<file path="src/rtl/pr_pkg.sv">
// Package for the page replacement unit: frame geometry, the sweep record
// that travels along the row of frame cells, state and register codes.
// No dependencies.
package pr_pkg;

  localparam int unsigned FRAMES     = 16;
  localparam int unsigned PAGE_BITS  = 16;
  localparam int unsigned SLOT_BITS  = 4;
  localparam int unsigned STAMP_BITS = 32;
  localparam int unsigned COUNT_BITS = 5;

  typedef logic [PAGE_BITS-1:0]  page_t;
  typedef logic [SLOT_BITS-1:0]  slot_t;
  typedef logic [STAMP_BITS-1:0] stamp_t;

  // Register indexes on the configuration channel.
  localparam logic [3:0] CFG_FRAME_COUNT = 4'd0;
  localparam logic [3:0] CFG_POLICY_MODE = 4'd1;

  localparam logic POLICY_FIFO = 1'b0;
  localparam logic POLICY_LRU  = 1'b1;

  // Running result of the lookup, handed from cell to cell.
  typedef struct packed {
    logic   valid;
    logic   found;
    slot_t  hit_slot;
    logic   empty_found;
    slot_t  empty_slot;
    stamp_t best_age;
    slot_t  best_slot;
  } pr_rec_t;

  typedef enum logic {
    ST_IDLE,
    ST_SWEEP
  } pr_state_e;

endpackage

</file>
<file path="src/rtl/page_replacement_fifo_lru.sv">
// Top level of the page replacement unit: control, counters, configuration
// registers and the row of frame cells. Depends on pr_pkg and pr_cell.
//
// Each page reference is a transaction on start_i while busy_o is low. The
// lookup record walks the row of frame cells one cell per cycle: a launch
// register, then the n active cells, n being the active frame count (1 to
// 16), then the registered commit to the outputs. The result appears for
// exactly one cycle on result_valid_o; the receiver cannot stall it, and a
// new reference may be started in that same cycle. Configuration writes are
// always ready and should be made only while busy_o is low.
module page_replacement_fifo_lru (
  input  logic        clk_i,
  input  logic        rst_ni,
  input  logic        start_i,
  output logic        busy_o,
  input  logic [15:0] page_number_i,
  input  logic        start_string_i,
  input  logic        cfg_valid_i,
  output logic        cfg_ready_o,
  input  logic [3:0]  cfg_index_i,
  input  logic [4:0]  cfg_data_i,
  output logic        result_valid_o,
  output logic        hit_o,
  output logic [3:0]  frame_index_o,
  output logic        evicted_valid_o,
  output logic [15:0] evicted_page_o,
  output logic [31:0] fault_total_o
);

  localparam int unsigned F = pr_pkg::FRAMES;

  pr_pkg::pr_state_e state_q, state_d;
  logic              accept, commit, launch_q;
  logic [4:0]        frame_count_q;
  logic              policy_q;
  pr_pkg::slot_t     last_q;
  pr_pkg::page_t     page_q;
  pr_pkg::stamp_t    clock_q;
  logic [31:0]       fault_q, fault_d;

  pr_pkg::pr_rec_t   rec_in  [F];
  pr_pkg::pr_rec_t   rec_out [F];
  pr_pkg::page_t     cell_page [F];
  logic [F-1:0]      cell_we;
  pr_pkg::pr_rec_t   seed, fin;
  pr_pkg::slot_t     slot;
  logic              evict, cell_clear, write_frame;
  pr_pkg::slot_t     last_d;

  assign accept      = start_i && !busy_o;
  assign cfg_ready_o = 1'b1;
  assign cell_clear  = accept && start_string_i;

  // Index of the last active frame; a count of zero acts as one.
  always_comb begin
    if (frame_count_q == '0) begin
      last_d = '0;
    end else if (frame_count_q > pr_pkg::COUNT_BITS'(F)) begin
      last_d = pr_pkg::SLOT_BITS'(F - 1);
    end else begin
      last_d = pr_pkg::SLOT_BITS'(frame_count_q - 5'd1);
    end
  end

  always_ff @(posedge clk_i or negedge rst_ni) begin
    if (!rst_ni) begin
      frame_count_q <= 5'd4;
      policy_q      <= pr_pkg::POLICY_FIFO;
    end else if (cfg_valid_i && cfg_ready_o) begin
      unique case (cfg_index_i)
        pr_pkg::CFG_FRAME_COUNT: frame_count_q <= cfg_data_i;
        pr_pkg::CFG_POLICY_MODE: policy_q      <= cfg_data_i[0];
        default: ;
      endcase
    end
  end

  // Sweep seed: nothing found yet, frame 0 as the provisional victim.
  always_comb begin
    seed       = '0;
    seed.valid = launch_q;
  end

  assign fin    = rec_out[last_q];
  assign commit = (state_q == pr_pkg::ST_SWEEP) && fin.valid;

  always_comb begin
    state_d = state_q;
    unique case (state_q)
      pr_pkg::ST_IDLE:  if (accept) state_d = pr_pkg::ST_SWEEP;
      pr_pkg::ST_SWEEP: if (commit) state_d = pr_pkg::ST_IDLE;
      default:          state_d = pr_pkg::ST_IDLE;
    endcase
  end

  always_comb begin
    busy_o = (state_q != pr_pkg::ST_IDLE);
  end

  always_ff @(posedge clk_i or negedge rst_ni) begin
    if (!rst_ni) begin
      state_q  <= pr_pkg::ST_IDLE;
      launch_q <= 1'b0;
    end else begin
      state_q  <= state_d;
      launch_q <= accept;
    end
  end

  always_comb begin
    evict = !fin.found && !fin.empty_found;
    if (fin.found) begin
      slot = fin.hit_slot;
    end else if (fin.empty_found) begin
      slot = fin.empty_slot;
    end else begin
      slot = fin.best_slot;
    end
    // A hit restamps the frame only under the least recently used policy.
    write_frame = commit && (!fin.found || (policy_q == pr_pkg::POLICY_LRU));
    fault_d     = fault_q;
    if (!fin.found && (fault_q != '1)) begin
      fault_d = fault_q + 32'd1;
    end
  end

  always_ff @(posedge clk_i or negedge rst_ni) begin
    if (!rst_ni) begin
      clock_q <= '0;
      fault_q <= '0;
    end else if (accept) begin
      clock_q <= (start_string_i ? '0 : clock_q) + pr_pkg::STAMP_BITS'(1);
      if (start_string_i) begin
        fault_q <= '0;
      end
    end else if (commit) begin
      fault_q <= fault_d;
    end
  end

  always_ff @(posedge clk_i) begin
    if (accept) begin
      page_q <= page_number_i[pr_pkg::PAGE_BITS-1:0];
      last_q <= last_d;
    end
  end

  always_ff @(posedge clk_i or negedge rst_ni) begin
    if (!rst_ni) begin
      result_valid_o <= 1'b0;
    end else begin
      result_valid_o <= commit;
    end
  end

  always_ff @(posedge clk_i) begin
    if (commit) begin
      hit_o           <= fin.found;
      frame_index_o   <= slot;
      evicted_valid_o <= evict;
      evicted_page_o  <= evict ? 16'(cell_page[slot]) : '0;
      fault_total_o   <= fault_d;
    end
  end

  for (genvar i = 0; i < F; i++) begin : g_cell
    if (i == 0) begin : g_head
      assign rec_in[i] = seed;
    end else begin : g_link
      // The record stops at the last active frame, so it cannot come back
      // round as a stale commit when a later sweep covers more frames. The
      // valid flag is the top bit of the record.
      assign rec_in[i] = {rec_out[i-1].valid && (last_q != pr_pkg::SLOT_BITS'(i-1)),
                          rec_out[i-1][$bits(pr_pkg::pr_rec_t)-2:0]};
    end
    assign cell_we[i] = write_frame && (slot == pr_pkg::SLOT_BITS'(i));

    pr_cell u_cell (
      .clk_i      (clk_i),
      .rst_ni     (rst_ni),
      .cell_idx_i (pr_pkg::SLOT_BITS'(i)),
      .clear_i    (cell_clear),
      .we_i       (cell_we[i]),
      .wpage_i    (page_q),
      .wstamp_i   (clock_q),
      .page_i     (page_q),
      .clock_i    (clock_q),
      .rec_i      (rec_in[i]),
      .rec_o      (rec_out[i]),
      .page_o     (cell_page[i])
    );
  end

  // The sweep passes the launch register and at least one cell, so strobes never touch.
  a_strobe_single: assert property (@(posedge clk_i) disable iff (!rst_ni)
    result_valid_o |=> !result_valid_o)
    else $error("result strobe held for more than one cycle");

  a_accept_busy: assert property (@(posedge clk_i) disable iff (!rst_ni)
    accept |=> busy_o && !result_valid_o)
    else $error("accepted reference did not start a sweep");

  a_hit_no_evict: assert property (@(posedge clk_i) disable iff (!rst_ni)
    (result_valid_o && hit_o) |-> !evicted_valid_o)
    else $error("eviction reported on a hit");

  a_commit_sweep: assert property (@(posedge clk_i) disable iff (!rst_ni)
    commit |-> $onehot0(cell_we))
    else $error("more than one frame written at commit");

endmodule

</file>
<file path="src/rtl/pr_cell.sv">
// One page frame of the replacement unit: page, valid bit and use stamp,
// plus one stage of the lookup sweep. Depends on pr_pkg.
module pr_cell (
  input  logic            clk_i,
  input  logic            rst_ni,
  input  pr_pkg::slot_t   cell_idx_i,
  input  logic            clear_i,
  input  logic            we_i,
  input  pr_pkg::page_t   wpage_i,
  input  pr_pkg::stamp_t  wstamp_i,
  input  pr_pkg::page_t   page_i,
  input  pr_pkg::stamp_t  clock_i,
  input  pr_pkg::pr_rec_t rec_i,
  output pr_pkg::pr_rec_t rec_o,
  output pr_pkg::page_t   page_o
);

  pr_pkg::page_t   page_q;
  logic            valid_q;
  pr_pkg::stamp_t  stamp_q;
  pr_pkg::pr_rec_t rec_d, rec_q;
  pr_pkg::stamp_t  age;
  logic            match;

  assign match = valid_q && (page_q == page_i);
  // The subtraction wraps, so ages stay right across a clock wrap.
  assign age   = clock_i - stamp_q;

  always_comb begin
    rec_d = rec_i;
    if (!rec_i.found && match) begin
      rec_d.found    = 1'b1;
      rec_d.hit_slot = cell_idx_i;
    end
    if (!rec_i.empty_found && !valid_q) begin
      rec_d.empty_found = 1'b1;
      rec_d.empty_slot  = cell_idx_i;
    end
    // Strictly greater, so a tie stays with the lower index.
    if (age > rec_i.best_age) begin
      rec_d.best_age  = age;
      rec_d.best_slot = cell_idx_i;
    end
  end

  always_ff @(posedge clk_i or negedge rst_ni) begin
    if (!rst_ni) begin
      rec_q <= '0;
    end else begin
      rec_q <= rec_d;
    end
  end

  always_ff @(posedge clk_i or negedge rst_ni) begin
    if (!rst_ni) begin
      valid_q <= 1'b0;
      stamp_q <= '0;
    end else if (clear_i) begin
      valid_q <= 1'b0;
      stamp_q <= '0;
    end else if (we_i) begin
      valid_q <= 1'b1;
      stamp_q <= wstamp_i;
    end
  end

  always_ff @(posedge clk_i) begin
    if (we_i && !clear_i) begin
      page_q <= wpage_i;
    end
  end

  assign rec_o  = rec_q;
  assign page_o = page_q;

endmodule
</file>
<file path="config.mk">
export PLATFORM = sky130hd
export DESIGN_NAME = page_replacement_fifo_lru
export DESIGN_NICKNAME = d
export VERILOG_FILES = /design/src/rtl/pr_pkg.sv /design/src/rtl/page_replacement_fifo_lru.sv /design/src/rtl/pr_cell.sv
export SDC_FILE = /design/constraint.sdc
export NUM_CORES = 2
export LEC_CHECK = 0
export BUFFER_PORTS_ARGS = -buffer_cell sky130_fd_sc_hd__buf_4
export CAP_MARGIN = 30
export CORE_MARGIN = 4
export CORE_UTILIZATION = 65
export DETAILED_ROUTE_END_ITERATION = 10
export PLACE_DENSITY = 0.82
export SLEW_MARGIN = 20
export SYNTH_ARGS = -nofsm -noshare
export SYNTH_HDL_FRONTEND = slang
export SYNTH_SLANG_ARGS = --single-unit
export TNS_END_PERCENT = 5
</file>
<file path="constraint.sdc">
create_clock -name clk_i -period 7.34 [get_ports clk_i]
set_input_delay 2.202 -clock clk_i [delete_from_list [all_inputs] [get_ports clk_i]]
set_output_delay 2.202 -clock clk_i [all_outputs]
set_load 0.005 [all_outputs]
</file>
==> impl_metrics.py <==
metrics = {
    "power_and_ir_drop": {
        "p_int_mw": 26.2,
        "p_seq_share_pct": 31.5,
        "p_sw_mw": 16.9,
        "switching_share_pct": 39.2,
        "p_leak_nw": 52.0,
        "total_power_mw": 43.1,
        "power_density_mw_per_mm2": 387,
        "power.share.combinational_pct": 47.0,
        "max-vdd-ir-drop_mv": 0.327,
        "p_clk_share_pct": 21.5,
    },
    "critical_path": {
        "crit_required_ps": 8010,
        "timing.rr.start": "clock_q[0]$_DFFE_PN0P_",
        "reg2reg_depth": 22,
        "path_class": "reg2reg",
        "crit_arrival_ps": 7290,
        "path_cells": "inv_1 -> buf_4 -> ha_1 -> inv_1 -> fa_1 -> a211oi_1 -> nor2_1 -> o211ai_1 -> nand2_1 -> o211ai_1 -> a21oi_1 -> or3_1 -> a21oi_1 -> xnor2_1 -> ha_1 -> nand4_1 -> or2_2 -> nor4_1 -> o21ai_0 -> a22oi_2 -> buf_4 -> mux2_2",
        "cp_max_fo": 61,
        "slowest_stage": "nor4_1",
        "startpoint_type": "flip-flop",
        "ff2ff_setup_slack_ps": 730,
        "reg2reg_to": "g_cell[13].u_cell.rec_o[35]$_DFF_PN0_",
        "end_kind": "flip-flop",
        "worst_path_largest_cell_delay_ps": 680,
    },
    "logic_synthesis": {
        "ys_seq_elements": 1606,
        "synth-async-reset-ratio_pct": 79.5,
        "synth_seq_area_share_pct": 41.1,
        "synthFlopType": "dfrtp_1",
        "synth.distinct_cells": 114,
        "syn_inst": 10500,
        "synth-edff-count": 330,
        "synth_fp_nets": 11500,
        "synth_area_mm2": 0.102,
        "syn_area_per_cell_um2": 9.68,
        "yosysWarningCount": 0,
    },
    "layout": {
        "postLayoutCoreUtil_pct": 71.8,
        "fin_nets": 11600,
        "instances_no_fill": 12700,
        "final_cell_mix": "1244 x dfrtp_1, 1147 x nand2_1, 1105 x inv_1",
        "diodes": 0,
        "design_area_mm2": 0.111,
        "final_common_cell": "dfrtp_1",
        "drive_gt1_share_pct": 10.6,
        "seqCellArea_mm2": 0.0419,
        "multi_input_area_mm2": 0.0540,
        "areaGrowthSynthToFinish_pct": 9.28,
        "fill_cells": 10900,
    },
    "drt": {
        "drt_iter0_drc": 7858,
        "num_vias": 80200,
        "wl_per_cell_um": 22.1,
        "antenna_left": 0,
        "dr.pass1.iters": 6,
        "vias_per_cell": 6.30,
        "finalWirelength_um": 281000,
        "drc": 0,
    },
    "run": {
        "maxCapViolations": 0,
    },
    "clocking": {
        "ctsRootBufferMaster": "clkbuf_16",
        "clockBufferDepth": 3,
        "clk_pin_slew_ps": 60,
        "clkSinkCount": 1606,
        "ctsResizeCount": 0,
        "hold_buffers": 0,
        "cts_buffers": 177,
        "post-cts-setup-buffers": 0,
        "htree_levels": 4,
        "cts_tree": "yes",
        "insertion_delay_ps": 820,
    },
    "min_path": {
        "hold_path_depth": 0,
        "worstHoldEndpoint": "g_cell[0].u_cell.rec_o[46]$_DFF_PN0_",
        "worstHoldStart": "launch_q$_DFF_PN0_",
        "hold_path.class": "reg2reg",
    },
    "global_route": {
        "grt_pass1_wl_um": 441000,
        "grtUsageMet1_pct": 45.3,
        "grt_max_degree": 185,
        "grt_pass1_vias": 79700,
        "gr-max-usage-layer": "met2",
        "grt_use_met2_pct": 55.5,
        "antenna_found_initial": 5,
        "use_met3_pct": 5.69,
        "overflow": 0,
        "track_usage_pct": 34.2,
    },
    "floorplan": {
        "ios": 87,
        "die_h_um": 404,
        "fp.dieW_um": 404,
        "fp-row-count": 144,
        "coreArea_mm2": 0.155,
        "die-area_mm2": 0.163,
        "start_util_pct": 65.7,
    },
    "timing": {
        "finalHoldViolCount": 0,
        "worstMarginPinSlew_ps": 1130,
        "skew_ps": 61.0,
        "drv_slew": 0,
        "rsz0062_at_grt": "false",
        "tns_ps": 0,
        "fin_crit_ps": 6610,
        "fmax_mhz": 151,
        "finalSetupViolations": 0,
        "finalCritPeriodShare_pct": 90.1,
        "slew_headroom_pct": 25.0,
    },
    "placement": {
        "gp_congestion": 0.970,
        "dp_hpwl_um": 201000,
        "dp_cells": 12400,
        "place_area_mm2": 0.105,
        "portBuffers": 85,
    },
    "run_status": {
        "outcome": "finished clean",
    },
}
cell type report:
class | instances | area share [%]
clock buffers | 248 | 4.53
flip-flops and latches | 1606 | 37.7
inverters | 1112 | 3.76
repair buffers | 253 | 2.16
well taps | 2044 | 2.30
multi-input cells | 7380 | 48.6
clock inverters | 81 | 0.981
metrics by stage:
step | hold WS, ps | setup WS [ps]
final | 348 | 729
after global routing | 375 | 378
after detailed placement | 335 | 916
after CTS | 349 | 847
after global placement | 333 | 970
after floorplan | 331 | 1310
worst max-delay path, delay by kind of cell, from the launching register on:
family | cells | cell delay (ps)
buffers and inverters | 4 | 1020
xor gates and xnor gates | 1 | 120
adders and majority gates | 3 | 990
muxes | 1 | 420
AOI/OAI and AO/OA | 7 | 1740
and+or+nand+nor | 6 | 1770
DFF | 1 | 380
how the worst max path moves through the flow:
stage	end	cells after the start	start	slack (ps)
floorplan	g_cell[8].u_cell.rec_o[35]$_DFF_PN0_	23	clock_q[1]$_DFFE_PN0P_	1310
global placement	g_cell[9].u_cell.rec_o[14]$_DFF_PN0_	20	clock_q[0]$_DFFE_PN0P_	970
detailed placement	g_cell[13].u_cell.rec_o[33]$_DFF_PN0_	22	clock_q[0]$_DFFE_PN0P_	920
CTS	g_cell[13].u_cell.rec_o[33]$_DFF_PN0_	22	clock_q[0]$_DFFE_PN0P_	850
global route	g_cell[8].u_cell.rec_o[15]$_DFF_PN0_	24	clock_q[0]$_DFFE_PN0P_	380
finish	g_cell[13].u_cell.rec_o[35]$_DFF_PN0_	22	clock_q[0]$_DFFE_PN0P_	730
logic make-up after synthesis:
kind of cell | count (synthesis) | synth area share, %
other | 1 | 0.00369
multiplexers | 466 | 5.57
buffers and inverters | 1530 | 6.00
flip-flops | 1606 | 41.1
XOR/XNOR | 753 | 6.48
AND/OR/NAND/NOR | 2622 | 12.1
AO/OA/AOI/OAI | 2543 | 16.4
adder cells (fa/ha/maj) | 995 | 12.4
power groups by stage:
stage / clock network [mW] / logic [mW] / registers (mW)
6_report: 9.27 / 20.2 / 13.6
2_1_floorplan: 0 / 14.9 / 12.9
3_3_place_gp: 0 / 18.8 / 13.6
5_1_grt: 9.76 / 22.5 / 13.8
4_1_cts: 9.36 / 20.0 / 13.5
3_5_place_dp: 0 / 19.7 / 13.6
state kept, by name, summed over array words and instances (netlist names), 4 cells and up:
register               flops
clock_q                   32
evicted_page_o            16
fault_q                   32
fault_total_o             32
frame_count_q              5
frame_index_o              4
g_cell.u_cell.page_o     256
g_cell.u_cell.rec_o      675
g_cell.u_cell.stamp_q    512
g_cell.u_cell.valid_q     16
last_q                     4
page_q                    16
synthesized netlist by cell type, drive strengths merged (17+ instances only):
| cell | number | share of area, % |
|---|---|---|
| dfrtp | 1275 | 31 |
| nand2 | 1154 | 4.3 |
| inv | 1110 | 4.1 |
| ha | 979 | 12 |
| a21oi | 604 | 3.0 |
| xnor2 | 584 | 5.0 |
| o31ai | 516 | 3.9 |
| o21ai | 508 | 2.5 |
| nor2 | 430 | 1.6 |
| edfxtp | 330 | 9.7 |
| mux2 | 325 | 3.6 |
| a21o | 306 | 2.3 |
| clkbuf | 263 | 0.97 |
| nand3 | 191 | 0.95 |
| nand4 | 186 | 1.1 |
| xor2 | 169 | 1.5 |
| buf | 155 | 0.93 |
| nor2b | 141 | 0.87 |
| nand2b | 115 | 0.73 |
| o21a | 110 | 0.81 |
| nor3 | 105 | 0.53 |
| or2 | 101 | 0.62 |
| mux2i | 94 | 0.92 |
| o21bai | 66 | 0.49 |
| a211oi | 54 | 0.40 |
| a31oi | 54 | 0.33 |
| and3 | 52 | 0.32 |
| mux4 | 47 | 1.0 |
| o211ai | 46 | 0.34 |
| and2 | 40 | 0.25 |
| nor4 | 40 | 0.25 |
| a32oi | 29 | 0.25 |
| a21boi | 28 | 0.21 |
| o22ai | 27 | 0.17 |
| or3 | 23 | 0.14 |
| o31a | 20 | 0.17 |
| a221oi | 19 | 0.17 |
| a2111oi | 17 | 0.15 |
layer usage:
| metal | up-vias | wire length (um) |
|---|---|---|
| met5 | - | 23 |
| met4 | 4 | 14100 |
| met3 | 789 | 23300 |
| met2 | 3587 | 130000 |
| met1 | 38900 | 113000 |
| li1 | 36900 | - |
Note: power is estimated with default switching activity, not from simulation.
